--- src/sv/hvn_pkg.sv ---
package hvn_pkg;

  localparam int HEIGHT_BITS = 16;
  localparam int HEIGHT_FRAC = 12;
  localparam int GRID_W      = 11;
  localparam int GRID_RESET  = 64;
  localparam int COORD_W     = 10;
  localparam int NORM_W      = 16;

  // per-vertex sums of up to six face normals
  localparam int SUM_W  = 20;
  localparam int MAG_W  = 19;
  // squared length, its root and the root remainder
  localparam int SQ_W   = 40;
  localparam int ROOT_W = 20;
  localparam int SREM_W = ROOT_W + 3;
  // rounded quotient m * 2^14 / L needs 15 bits
  localparam int QB     = 15;
  localparam int DREM_W = ROOT_W + 1;
  localparam int NUM_W  = MAG_W + QB + 1;
  localparam int IT_W   = 5;

  typedef struct packed {
    logic signed [SUM_W-1:0] sx;
    logic signed [SUM_W-1:0] sy;
    logic signed [SUM_W-1:0] sz;
    logic [COORD_W-1:0]      row;
    logic [COORD_W-1:0]      col;
    logic                    last;
  } job_t;

  function automatic logic signed [SUM_W-1:0] sext_h(input logic [HEIGHT_BITS-1:0] h);
    return {{(SUM_W-HEIGHT_BITS){h[HEIGHT_BITS-1]}}, h};
  endfunction

endpackage

--- src/sv/hvn_queue.sv ---
module hvn_queue #(
  parameter int DEPTH = 2
) (
  input  logic          clk,
  input  logic          rst_n,
  input  logic          push_valid,
  output logic          push_ready,
  input  hvn_pkg::job_t push_data,
  output logic          pop_valid,
  input  logic          pop,
  output hvn_pkg::job_t pop_data
);

  localparam int PW = $clog2(DEPTH);
  localparam int KW = $clog2(DEPTH + 1);

  hvn_pkg::job_t slot_r [DEPTH];
  logic [PW-1:0] wr_ptr_r, rd_ptr_r;
  logic [KW-1:0] count_r;
  logic          do_push, do_pop;

  assign push_ready = (count_r != KW'(DEPTH));
  assign pop_valid  = (count_r != '0);
  assign pop_data   = slot_r[rd_ptr_r];
  assign do_push    = push_valid && push_ready;
  assign do_pop     = pop && pop_valid;

  always_ff @(posedge clk) begin
    if (!rst_n) begin
      wr_ptr_r <= '0;
      rd_ptr_r <= '0;
      count_r  <= '0;
    end else begin
      if (do_push) begin
        slot_r[wr_ptr_r] <= push_data;
        wr_ptr_r <= (wr_ptr_r == PW'(DEPTH - 1)) ? '0 : wr_ptr_r + PW'(1);
      end
      if (do_pop) begin
        rd_ptr_r <= (rd_ptr_r == PW'(DEPTH - 1)) ? '0 : rd_ptr_r + PW'(1);
      end
      if (do_push && !do_pop) count_r <= count_r + KW'(1);
      else if (do_pop && !do_push) count_r <= count_r - KW'(1);
    end
  end

endmodule

--- config.mk ---
export PLATFORM = sky130hd
export DESIGN_NAME = hvn_queue
export DESIGN_NICKNAME = d
export VERILOG_FILES = /design/src/sv/hvn_pkg.sv /design/src/sv/hvn_queue.sv
export SDC_FILE = /design/constraint.sdc
export NUM_CORES = 1
export LEC_CHECK = 0
export BUFFER_PORTS_ARGS = -buffer_cell sky130_fd_sc_hd__buf_2
export CAP_MARGIN = 5
export CORE_UTILIZATION = 25
export CTS_CLUSTER_DIAMETER = 30
export DETAILED_ROUTE_END_ITERATION = 6
export PLACE_DENSITY_LB_ADDON = 0.1
export SLEW_MARGIN = 20
export SYNTH_ARGS = -nofsm -noshare
export SYNTH_HDL_FRONTEND = slang
export SYNTH_SLANG_ARGS = --single-unit
--- constraint.sdc ---
create_clock -name clk -period 6.65 [get_ports clk]
set_input_delay 0.9975 -clock clk [delete_from_list [all_inputs] [get_ports clk]]
set_output_delay 0.9975 -clock clk [all_outputs]
set_load 0.01 [all_outputs]
==> impl_metrics.toml <==
[pwr]
power.leakage_nw = 2.84
ir_drop_mv = 0.142
cellPowerDensity_nw_per_um2 = 358
total_power_mw = 2.82

[timing]
drv_slew = 0
rsz0062_at_grt = "no"
period_minus_slack_ns = 3.35
max_slew.worst_pin.slew_ns = 0.743
relSlewSlack_pct = 50.5
hold_viol = 0
clock_skew_ns = 0.0125
setup_tns_ns = 0
max_freq_ghz = 0.299
fin_crit_sh_pct = 50.3
setup_viol = 0

[clock_tree]
clk_latency_ns = 0.42
cts_buffers = 17
clkSlewWorstSetupHoldPaths_ns = 0.07
cts.sinks = 167
cts_hold_buf = 0
cts.repair.resized = 0
post_cts_buffers = 0
cts_max_path_buffers = 2
cts_tree = "done"
clockRootBuffer = "clkbuf_16"
ctsHtreeMaxLevel = 4

[synthesis]
synth_top_area_cell = "edfxtp_1"
seq_area_frac_synth_pct = 81.6
synth_top_cell_area_share_pct = 80.0
syn_area_sq_um = 6080
postSynthCellCount = 279
synthDistinctLibCells = 19
synthesis.nets = 365
synth.avg_cell_area_sq_um = 21.8
ys_warn_count = 0
synth_seq_cells = 167
synth_area_leaders = "edfxtp_1 (80%), mux2_2 (15%), dfxtp_1 (1.6%), buf_4 (0.99%), and2_1 (0.31%)"

[floorplanning]
start_util_pct = 25.7
core.rowCount = 56
core_area_sq_um = 23700
io_pins = 168
die_area_sq_um = 25000
die_width_microns = 158
die_h_microns = 158

[routing]
wl_per_cell_microns = 15.2
num_vias = 3117
drt_iter0_markers = 95
finalWirelength_microns = 12100
ant_nets = 0
dr.pass1.iters = 4
drc_errors = 0
vias_per_cell = 3.94

[grt]
grtUsageMet1_pct = 11.4
grt_max_degree = 54
grt_pass1_wl_microns = 17900
grt-busiest-layer = "met2"
use_met3_pct = 3.37
grt_use_met2_pct = 17.0
overflow = 0
grt_util_all_layers_pct = 9.99
antenna_found_initial = 0
grt_pass1_vias = 3312

[finish]
final_common_cell = "buf_2"
drive_gt1_share_pct = 60.7
nets = 546
fill_cells = 2330
regArea_sq_um = 4970
final_cell_mix = "buf_2 (167), edfxtp_1 (162), mux2_2 (81)"
antennaDiodeCount = 0
synthToLayoutAreaGrowth_pct = 29.6
multiInputGateArea_sq_um = 1060

[placement]
port_buffers = 167
gp_congestion = 0.711
dp_hpwl_microns = 7510

[worst_setup_path]
crit_fanout = 53
end_kind = "output pin"
startpoint_type = "flip-flop"
reg2reg_depth = 6
cp.required_ns = 5.65
path_class = "flip-flop to output pin"
arrival_ns = 2.35

[flow_run]
cap_violations = 0

[worst_hold_path]
hold_path.class = "flip-flop to flip-flop"
min_path_cells = 2

[run_status]
status = "completed"
[sequential cells by signal (all words and copies together), names as in the netlist, named ones only]
register and cells:
wr_ptr_r 1, slot_r 162, rd_ptr_r 1, count_r 2
[cell usage after synthesis (all sizes together)]
cell,instances
and3,1
o21ai,3
inv,2
nand3,1
ha,1
xor2,1
or2,1
a21boi,2
edfxtp,162
buf,9
xnor2,2
and2,3
nor2b,1
dfxtp,5
nor2,2
mux2,81
or3,2
[layout make-up]
type                    instances  area share [%]
flip-flops and latches        167            63.0
multi-input cells             101            13.4
repair buffers                171            11.1
clock buffers                  17            5.40
well taps                     319            5.06
clock inverters                15            1.87
inverters                       2          0.0952
[routing by layer]
layer,vias up,part of all wire (%),wire (microns)
li1,1469,-,-
met1,1539,43,5180
met2,98,50,6020
met3,11,5.8,700
met4,0,1.4,172
met5,-,0,0
[metrics by stage]
step / cells / instance area, sq um / setup slack (ns) / hold WS, ns / utilization (%)
floorplan: 279 / 6080 / 1.68 / 0.466 / -
global placement: 759 / 7290 / 3.32 / 0.509 / 30.8
detailed placement: 759 / 7290 / 3.26 / 0.506 / 30.8
CTS: 791 / 7860 / 3.19 / 0.523 / 33.2
global route: 792 / 7880 / 3.08 / 0.568 / 33.3
finish: 792 / 7880 / 3.30 / 0.525 / 33.3
[power by group]
group	internal, mW	total (mW)	switching, mW
logic	0.284	0.572	0.289
registers	1.25	1.30	0.0477
clock network	0.525	0.949	0.424
total	2.06	2.82	0.760
[worst paths after layout]
check / startpoint / to / slack (ns)
max: flip-flop / pop_data[29] / 3.30
max reg2reg: count_r[0] / slot_r[0][34] / 4.30
min reg2reg: count_r[1] / count_r[1] / 0.53
min: count_r[1] / count_r[1] / 0.53
[cell families (layout without fill, tap and decap cells)]
group,Yosys count,count (layout),share of synthesized area [%]
mux,81,81,15.0
compound gates,5,5,0.494
fa+ha+maj,1,1,0.206
simple gates,11,11,1.03
flops,167,167,81.6
xor+xnor,3,3,0.432
buf+inv,11,205,1.19
[worst max-delay path: stages (launching register included)]
cell,delay (ns)
dfxtp_4,0.63
buf_4,0.66
mux2_2,0.43
buf_2,0.15
Power figures use the tool's default switching activity.
