<file path="src/sv/hvn_pkg.sv">
package hvn_pkg;

  localparam int HEIGHT_BITS = 16;
  localparam int HEIGHT_FRAC = 12;
  localparam int GRID_W      = 11;
  localparam int GRID_RESET  = 64;
  localparam int COORD_W     = 10;
  localparam int NORM_W      = 16;

  // per-vertex sums of up to six face normals
  localparam int SUM_W  = 20;
  localparam int MAG_W  = 19;
  // squared length, its root and the root remainder
  localparam int SQ_W   = 40;
  localparam int ROOT_W = 20;
  localparam int SREM_W = ROOT_W + 3;
  // rounded quotient m * 2^14 / L needs 15 bits
  localparam int QB     = 15;
  localparam int DREM_W = ROOT_W + 1;
  localparam int NUM_W  = MAG_W + QB + 1;
  localparam int IT_W   = 5;

  typedef struct packed {
    logic signed [SUM_W-1:0] sx;
    logic signed [SUM_W-1:0] sy;
    logic signed [SUM_W-1:0] sz;
    logic [COORD_W-1:0]      row;
    logic [COORD_W-1:0]      col;
    logic                    last;
  } job_t;

  function automatic logic signed [SUM_W-1:0] sext_h(input logic [HEIGHT_BITS-1:0] h);
    return {{(SUM_W-HEIGHT_BITS){h[HEIGHT_BITS-1]}}, h};
  endfunction

endpackage

</file>
<file path="src/sv/hvn_out_if.sv">
interface hvn_out_if;
  logic                              valid;
  logic                              ready;
  logic signed [hvn_pkg::NORM_W-1:0] norm_x;
  logic signed [hvn_pkg::NORM_W-1:0] norm_y;
  logic signed [hvn_pkg::NORM_W-1:0] norm_z;
  logic [hvn_pkg::COORD_W-1:0]       vertex_row;
  logic [hvn_pkg::COORD_W-1:0]       vertex_col;
  logic                              last;

  modport source (output valid, norm_x, norm_y, norm_z, vertex_row, vertex_col, last,
                  input ready);
  modport sink (input valid, norm_x, norm_y, norm_z, vertex_row, vertex_col, last,
                output ready);
endinterface

</file>
<file path="src/sv/hvn_back.sv">
module hvn_back (
  input  logic          clk,
  input  logic          rst_n,
  input  logic          job_valid,
  output logic          job_pop,
  input  hvn_pkg::job_t job,
  hvn_out_if.source     out_ch
);

  localparam int SW  = hvn_pkg::SUM_W;
  localparam int MW  = hvn_pkg::MAG_W;
  localparam int QW  = hvn_pkg::SQ_W;
  localparam int RW  = hvn_pkg::ROOT_W;
  localparam int RMW = hvn_pkg::SREM_W;
  localparam int QB  = hvn_pkg::QB;
  localparam int DW  = hvn_pkg::DREM_W;
  localparam int NMW = hvn_pkg::NUM_W;
  localparam int IW  = hvn_pkg::IT_W;
  localparam int OW  = hvn_pkg::NORM_W;
  localparam int CO  = hvn_pkg::COORD_W;

  typedef enum logic [2:0] {B_IDLE, B_SQ, B_ROOT, B_DLOAD, B_DIV, B_OUT} bstate_t;

  function automatic logic [MW-1:0] mag_of(input logic signed [SW-1:0] s);
    logic signed [SW-1:0] a;
    a = s[SW-1] ? -s : s;
    return a[MW-1:0];
  endfunction

  bstate_t         state_r;
  logic [MW-1:0]   mag_r [3];
  logic [2:0]      neg_r;
  logic [CO-1:0]   row_r, col_r;
  logic            last_r;
  logic [1:0]      k_r;
  logic [2*MW-1:0] prod_r;
  logic [QW-1:0]   acc_r, rad_r;
  logic [RMW-1:0]  rem_r;
  logic [RW-1:0]   root_r;
  logic [DW-1:0]   drem_r;
  logic [QB-1:0]   lo_r, q_r;
  logic [IW-1:0]   it_r;
  logic [OW-1:0]   res_r [3];
  logic            ovalid_r;
  logic [OW-1:0]   onx_r, ony_r, onz_r;
  logic [CO-1:0]   orow_r, ocol_r;
  logic            olast_r;

  logic [MW-1:0]   msel;
  logic            nsel;
  logic [2*MW-1:0] msq;
  logic [RMW-1:0]  remsh, trial;
  logic            rge;
  logic [DW:0]     dsh, dd, ddiff;
  logic            dge;
  logic [QB-1:0]   q_nxt;
  logic [OW-1:0]   qx, res_nxt;
  logic [NMW-1:0]  num;

  assign job_pop       = (state_r == B_IDLE) && job_valid;
  assign out_ch.valid      = ovalid_r;
  assign out_ch.norm_x     = onx_r;
  assign out_ch.norm_y     = ony_r;
  assign out_ch.norm_z     = onz_r;
  assign out_ch.vertex_row = orow_r;
  assign out_ch.vertex_col = ocol_r;
  assign out_ch.last       = olast_r;

  always_comb begin
    case (state_r)
      B_SQ: begin
        case (k_r)
          2'd0:    msel = mag_r[0];
          2'd1:    msel = mag_r[1];
          default: msel = mag_r[2];
        endcase
        nsel = 1'b0;
      end
      default: begin
        case (k_r)
          2'd0:    begin msel = mag_r[0]; nsel = neg_r[0]; end
          2'd1:    begin msel = mag_r[1]; nsel = neg_r[1]; end
          default: begin msel = mag_r[2]; nsel = neg_r[2]; end
        endcase
      end
    endcase
    msq   = msel * msel;
    // digit-by-digit square root, two radicand bits a step
    remsh = {rem_r[RMW-3:0], rad_r[QW-1 -: 2]};
    trial = {1'b0, root_r, 2'b01};
    rge   = (remsh >= trial);
    // restoring divide of (m * 2^15 + L) by 2L
    num   = NMW'({msel, {QB{1'b0}}}) + NMW'(root_r);
    dsh   = {drem_r, lo_r[QB-1]};
    dd    = {1'b0, root_r, 1'b0};
    dge   = (dsh >= dd);
    ddiff = dsh - dd;
    q_nxt = {q_r[QB-2:0], dge};
    qx    = OW'(q_nxt);
    if (root_r == '0) res_nxt = '0;
    else res_nxt = nsel ? -qx : qx;
  end

  always_ff @(posedge clk) begin
    if (!rst_n) begin
      state_r  <= B_IDLE;
      ovalid_r <= 1'b0;
    end else begin
      if (out_ch.ready && state_r != B_OUT) begin
        ovalid_r <= 1'b0;
      end
      unique case (state_r)
        B_IDLE: begin
          if (job_valid) begin
            mag_r[0] <= mag_of(job.sx);
            mag_r[1] <= mag_of(job.sy);
            mag_r[2] <= mag_of(job.sz);
            neg_r    <= {job.sz[SW-1], job.sy[SW-1], job.sx[SW-1]};
            row_r    <= job.row;
            col_r    <= job.col;
            last_r   <= job.last;
            k_r      <= '0;
            acc_r    <= '0;
            state_r  <= B_SQ;
          end
        end
        B_SQ: begin
          prod_r <= msq;
          if (k_r != 2'd0) begin
            acc_r <= acc_r + QW'(prod_r);
          end
          if (k_r == 2'd3) begin
            rad_r   <= acc_r + QW'(prod_r);
            rem_r   <= '0;
            root_r  <= '0;
            it_r    <= '0;
            state_r <= B_ROOT;
          end else begin
            k_r <= k_r + 2'd1;
          end
        end
        B_ROOT: begin
          rad_r  <= {rad_r[QW-3:0], 2'b00};
          rem_r  <= rge ? remsh - trial : remsh;
          root_r <= {root_r[RW-2:0], rge};
          it_r   <= it_r + IW'(1);
          if (it_r == IW'(RW - 1)) begin
            k_r     <= '0;
            state_r <= B_DLOAD;
          end
        end
        B_DLOAD: begin
          drem_r  <= DW'(num[NMW-1:QB]);
          lo_r    <= num[QB-1:0];
          q_r     <= '0;
          it_r    <= '0;
          state_r <= B_DIV;
        end
        B_DIV: begin
          drem_r <= dge ? ddiff[DW-1:0] : dsh[DW-1:0];
          lo_r   <= {lo_r[QB-2:0], 1'b0};
          q_r    <= q_nxt;
          it_r   <= it_r + IW'(1);
          if (it_r == IW'(QB - 1)) begin
            case (k_r)
              2'd0:    res_r[0] <= res_nxt;
              2'd1:    res_r[1] <= res_nxt;
              default: res_r[2] <= res_nxt;
            endcase
            if (k_r == 2'd2) begin
              state_r <= B_OUT;
            end else begin
              k_r     <= k_r + 2'd1;
              state_r <= B_DLOAD;
            end
          end
        end
        B_OUT: begin
          if (!ovalid_r || out_ch.ready) begin
            ovalid_r <= 1'b1;
            onx_r    <= res_r[0];
            ony_r    <= res_r[1];
            onz_r    <= res_r[2];
            orow_r   <= row_r;
            ocol_r   <= col_r;
            olast_r  <= last_r;
            state_r  <= B_IDLE;
          end
        end
        default: state_r <= B_IDLE;
      endcase
    end
  end

endmodule
</file>
<file path="src/flat_wrapper.sv">
// flat-port wrapper written by rule: the top's interface ports become plain ports
module hvn_back_flat 
  (clk, rst_n, job_valid, job_pop, job, out_ch_valid, out_ch_norm_x, out_ch_norm_y, out_ch_norm_z, out_ch_vertex_row, out_ch_vertex_col, out_ch_last, out_ch_ready);
  hvn_out_if out_ch_i ();
  input  logic clk;
  input  logic rst_n;
  input  logic job_valid;
  output logic job_pop;
  input  hvn_pkg::job_t job;
  output wire logic [$bits(out_ch_i.valid)-1:0] out_ch_valid;
  output wire logic [$bits(out_ch_i.norm_x)-1:0] out_ch_norm_x;
  output wire logic [$bits(out_ch_i.norm_y)-1:0] out_ch_norm_y;
  output wire logic [$bits(out_ch_i.norm_z)-1:0] out_ch_norm_z;
  output wire logic [$bits(out_ch_i.vertex_row)-1:0] out_ch_vertex_row;
  output wire logic [$bits(out_ch_i.vertex_col)-1:0] out_ch_vertex_col;
  output wire logic [$bits(out_ch_i.last)-1:0] out_ch_last;
  input wire logic [$bits(out_ch_i.ready)-1:0] out_ch_ready;
  assign out_ch_valid = out_ch_i.valid;
  assign out_ch_norm_x = out_ch_i.norm_x;
  assign out_ch_norm_y = out_ch_i.norm_y;
  assign out_ch_norm_z = out_ch_i.norm_z;
  assign out_ch_vertex_row = out_ch_i.vertex_row;
  assign out_ch_vertex_col = out_ch_i.vertex_col;
  assign out_ch_last = out_ch_i.last;
  assign out_ch_i.ready = out_ch_ready;
  hvn_back u_core (.clk(clk), .rst_n(rst_n), .job_valid(job_valid), .job_pop(job_pop), .job(job), .out_ch(out_ch_i));
endmodule
</file>
<file path="config.mk">
export PLATFORM = sky130hd
export DESIGN_NAME = hvn_back_flat
export DESIGN_NICKNAME = d
export VERILOG_FILES = /design/src/sv/hvn_pkg.sv /design/src/sv/hvn_out_if.sv /design/src/sv/hvn_back.sv /design/src/flat_wrapper.sv
export SDC_FILE = /design/constraint.sdc
export NUM_CORES = 1
export LEC_CHECK = 0
export BUFFER_PORTS_ARGS = -buffer_cell sky130_fd_sc_hd__buf_2
export CAP_MARGIN = 10
export CELL_PAD_IN_SITES_DETAIL_PLACEMENT = 0
export CELL_PAD_IN_SITES_GLOBAL_PLACEMENT = 1
export CORE_UTILIZATION = 46
export DETAILED_ROUTE_END_ITERATION = 8
export PLACE_DENSITY = 0.83
export SYNTH_ARGS = -nofsm -noshare
export SYNTH_HDL_FRONTEND = slang
export SYNTH_SLANG_ARGS = --single-unit
</file>
<file path="constraint.sdc">
create_clock -name clk -period 7.45 [get_ports clk]
set_input_delay 1.49 -clock clk [delete_from_list [all_inputs] [get_ports clk]]
set_output_delay 1.49 -clock clk [all_outputs]
set_load 0.01 [all_outputs]
</file>
==> summary.md <==
| Metric | Value |
|---|---|
| Status | `complete, no violations` |
| Clk buf depth | `3` |
| Yosys reg bits | `417` |
| Post-synthesis mux area share | `0.656%` |
| CP max stage delay | `0.55 ns` |
| Post-DP HPWL | `55,600 um` |
| Fin. max-slew vios | `0` |
| Die area | `0.0674 sq mm` |
| Top cell type's share of synthesized area | `40.6%` |
| Hold Vio Cnt, Final | `0` |
| Chip Height | `260 um` |
| Fin nets | `3,638` |
| Met1 global-route usage | `28.2%` |
| Register area share after synthesis | `40.9%` |
| GR Util met3 | `2.60%` |
| Root Buffer | `clkbuf_16` |
| Largest net degree at the start of global routing | `70` |
| Synthesis-to-layout area growth | `15.2%` |
| Cts bufs inserted | `47` |
| Tmin final | `7.30 ns` |
| Via-to-Cell Ratio | `5.35` |
| Avg Inst Size Synth | `10.7 sq um` |
| Hold Path Class | `reg -> reg` |
| Hold Crit Start | `u_core.row_r[4]$_DFFE_PP_` |
| Mapped cell area | `0.0305 sq mm` |
| CTS tree | `done` |
| Adder-cell share of the synthesized area | `25.3%` |
| H-Tree Depth | `2` |
| Num rows | `94` |
| Mapped Nets | `3,395` |
| Initial Util | `46.4%` |
| CP max FO | `17` |
| Design area | `0.0352 sq mm` |
| IO Pins | `156` |
| Synth Area in Simple Gates | `10.3%` |
| Setup TNS | `0 ns` |
| Path type of the worst setup path | `reg -> reg` |
| Async set-or-reset flop fraction in the synthesized netlist | `0%` |
| Clock transition at path regs | `0.06 ns` |
| Initial antenna violation count | `5` |
| Hold Slack | `0.406 ns` |
| Cells after Synth | `2,844` |
| Ys flop type | `edfxtp_1` |
| Post-synth top cells | `419 x inv_1, 413 x edfxtp_1, 277 x nor2_1, 252 x fa_1, 234 x nand2_1` |
| EDFF count, synth | `413` |
| # DRC | `0` |
| Routed wire length per instance | `18.2 um` |
| Crit Reg-Reg Startpoint | `u_core.k_r[0]$_SDFFCE_PN0P_` |
| Leading area contributor after synthesis | `edfxtp_1` |
| Final-report setup violation count | `0` |
| Vias | `21,300` |
| IO Port Bufs | `155` |
| Routed wire length | `72,800 um` |
| CP Capture Type | `register` |
| Vias in the first global route | `22,600` |
| Worst path most repeated cell | `fa_1` |
| Global-route wire length before repair | `117,000 um` |
| Reg-to-reg setup timing slack | `0.15 ns` |
| Global route overflow | `0` |
| Req. time, crit path | `7.76 ns` |
| Worst skew pair latency | `0.62 ns` |
| Initial DRC Count | `1,413` |
| Gr busiest metal | `met2` |
| Syn. warnings | `0` |
| Die width | `260 um` |
| Layout cell share with drive strength beyond 1 | `14.5%` |
| Setup crit start kind | `register` |
| CP arrival | `7.60 ns` |
| CP max stage cell | `fa_1` |
| Synth area leaders | `edfxtp_1 41%, fa_1 17%, ha_1 8.8%` |
| Dpl cell area | `0.0329 sq mm` |
| Slew margin rel. | `20.6%` |
| Core Footprint | `0.0657 sq mm` |
| Worst setup path endpoint | `u_core.prod_r[36]$_DFFE_PP_` |
| Post-synthesis xor/xnor area fraction | `5.45%` |
| Most frequent cell after synthesis | `inv_1` |
| Total GRT Usage | `22.1%` |
| Max-cap viol count | `0` |
| Worst R2R Path Depth | `27` |
| Clock tree sinks | `417` |
| Setup slack after layout | `0.152 ns` |
| FILL cells | `5,628` |
| Antenna-violating nets left | `0` |
| Worst Setup SP | `u_core.k_r[0]$_SDFFCE_PN0P_` |
| Worst reg2reg endpoint | `u_core.prod_r[36]$_DFFE_PP_` |
| Compound-Gate Fraction of Synth Area | `11.1%` |
| Pre-CTS setup slack | `-0.0633 ns` |
| Netlist cell types | `72` |
| Highest clock rate | `0.137 GHz` |
| Final Wtd Congestion | `0.932` |
| Main combinational cell family by area after synthesis | `adder cells` |
| RSZ-0062 raised after global routing | `true` |
| Worst-Margin Slew | `1.19 ns` |
| Layout Skew | `0.0653 ns` |
| Met2 usage in global routing | `39.0%` |
| First drt pass iteration count | `6` |
| Tcrit/Tclk final | `98.0%` |
==> per-layer routing <==
layer	vias up	wire (um)
li1	10200	-
met1	10500	30700
met2	509	36600
met3	130	3540
met4	0	1900
met5	-	0
==> cell usage in the layout, fill, tap and decap left out, types with 25 or more instances in the layout <==
cell,synthesis,layout
buf_4,0,99
edfxtp_1,413,413
nand2_1,234,226
nand3_1,27,26
xnor2_1,136,136
a21o_1,62,55
ha_1,214,205
fa_1,252,249
a21oi_1,159,144
nand2b_1,26,25
clkbuf_16,0,49
inv_1,419,411
nor2_1,277,265
buf_2,5,155
xor2_1,54,54
o21ai_0,73,72
o21ai_1,51,49
==> registers in the layout (all words and copies together) (netlist names), 2 cells and up <==
register,cells
u_core.prod_r,37
u_core.acc_r,40
u_core.rem_r,21
out_ch_norm_x,16
u_core.k_r,2
out_ch_norm_y,16
u_core.res_r,48
out_ch_norm_z,16
u_core.lo_r,15
u_core.out_ch.vertex_col,10
u_core.out_ch.vertex_row,10
u_core.row_r,10
u_core.root_r,20
u_core.state_r,3
u_core.col_r,10
u_core.rad_r,40
u_core.q_r,14
u_core.mag_r,57
u_core.it_r,5
u_core.neg_r,3
u_core.drem_r,21
==> repair_timing <==
action	in CTS	in global routing
setup endpoints to repair	4	14
hold buffers	0	0
endpoints found under the hold margin	0	0
resized for setup	12	97
setup buffers	1	26
gates cloned	0	2
pin swaps	0	14
==> logic make-up after synthesis <==
family                   Yosys count
AO/OA/AOI/OAI                    527
XOR/XNOR                         190
adder cells (fa/ha/maj)          466
buffers and inverters            515
flip-flops                       417
multiplexers                      20
AND/OR/NAND/NOR                  709
==> critical path, delay by kind of cell, from the launching register on <==
kind / cells / cell delay [ns]
AOI/OAI and AO/OA: 11 / 1.92
adders and majority gates: 8 / 3.73
buffers and inverters: 6 / 0.70
DFF: 1 / 0.46
and+or+nand+nor: 1 / 0.08
xor gates and xnor gates: 1 / 0.08
==> metrics by stage <==
| step | instances | util [%] |
|---|---|---|
| global route | 3989 | 53.5 |
| global placement | 3873 | 50.0 |
| detailed placement | 3873 | 50.0 |
| CTS | 3957 | 52.5 |
| floorplan | 2844 | - |
| finish | 3990 | 53.5 |
==> worst min-delay path by stage <==
stage,end,slack (ns),cells after the start
5_1_grt,u_core.out_ch.vertex_row[4]$_DFFE_PP_,0.42,0
3_5_place_dp,out_ch_norm_x[1]$_DFFE_PP_,0.40,0
2_1_floorplan,out_ch_norm_x[0]$_DFFE_PP_,0.40,0
6_report,u_core.out_ch.vertex_row[4]$_DFFE_PP_,0.41,0
4_1_cts,u_core.out_ch.vertex_row[4]$_DFFE_PP_,0.41,0
3_3_place_gp,u_core.out_ch.vertex_col[2]$_DFFE_PP_,0.40,0
==> cell type report <==
| cell class | instances | area (sq um) | share of cell area, % |
|---|---|---|---|
| inverters | 429 | 1620 | 4.62 |
| clock buffers | 52 | 1190 | 3.40 |
| repair buffers | 280 | 1880 | 5.36 |
| multi-input cells | 1912 | 16500 | 47.0 |
| flip-flops and latches | 417 | 12500 | 35.5 |
| clock inverters | 31 | 363 | 1.03 |
| diodes | 5 | 12.5 | 0.0356 |
| well taps | 864 | 1080 | 3.07 |
Power is left out: the tool's default activity adds up to more than one toggle a clock period on the data nets, which glitch-free logic cannot reach.
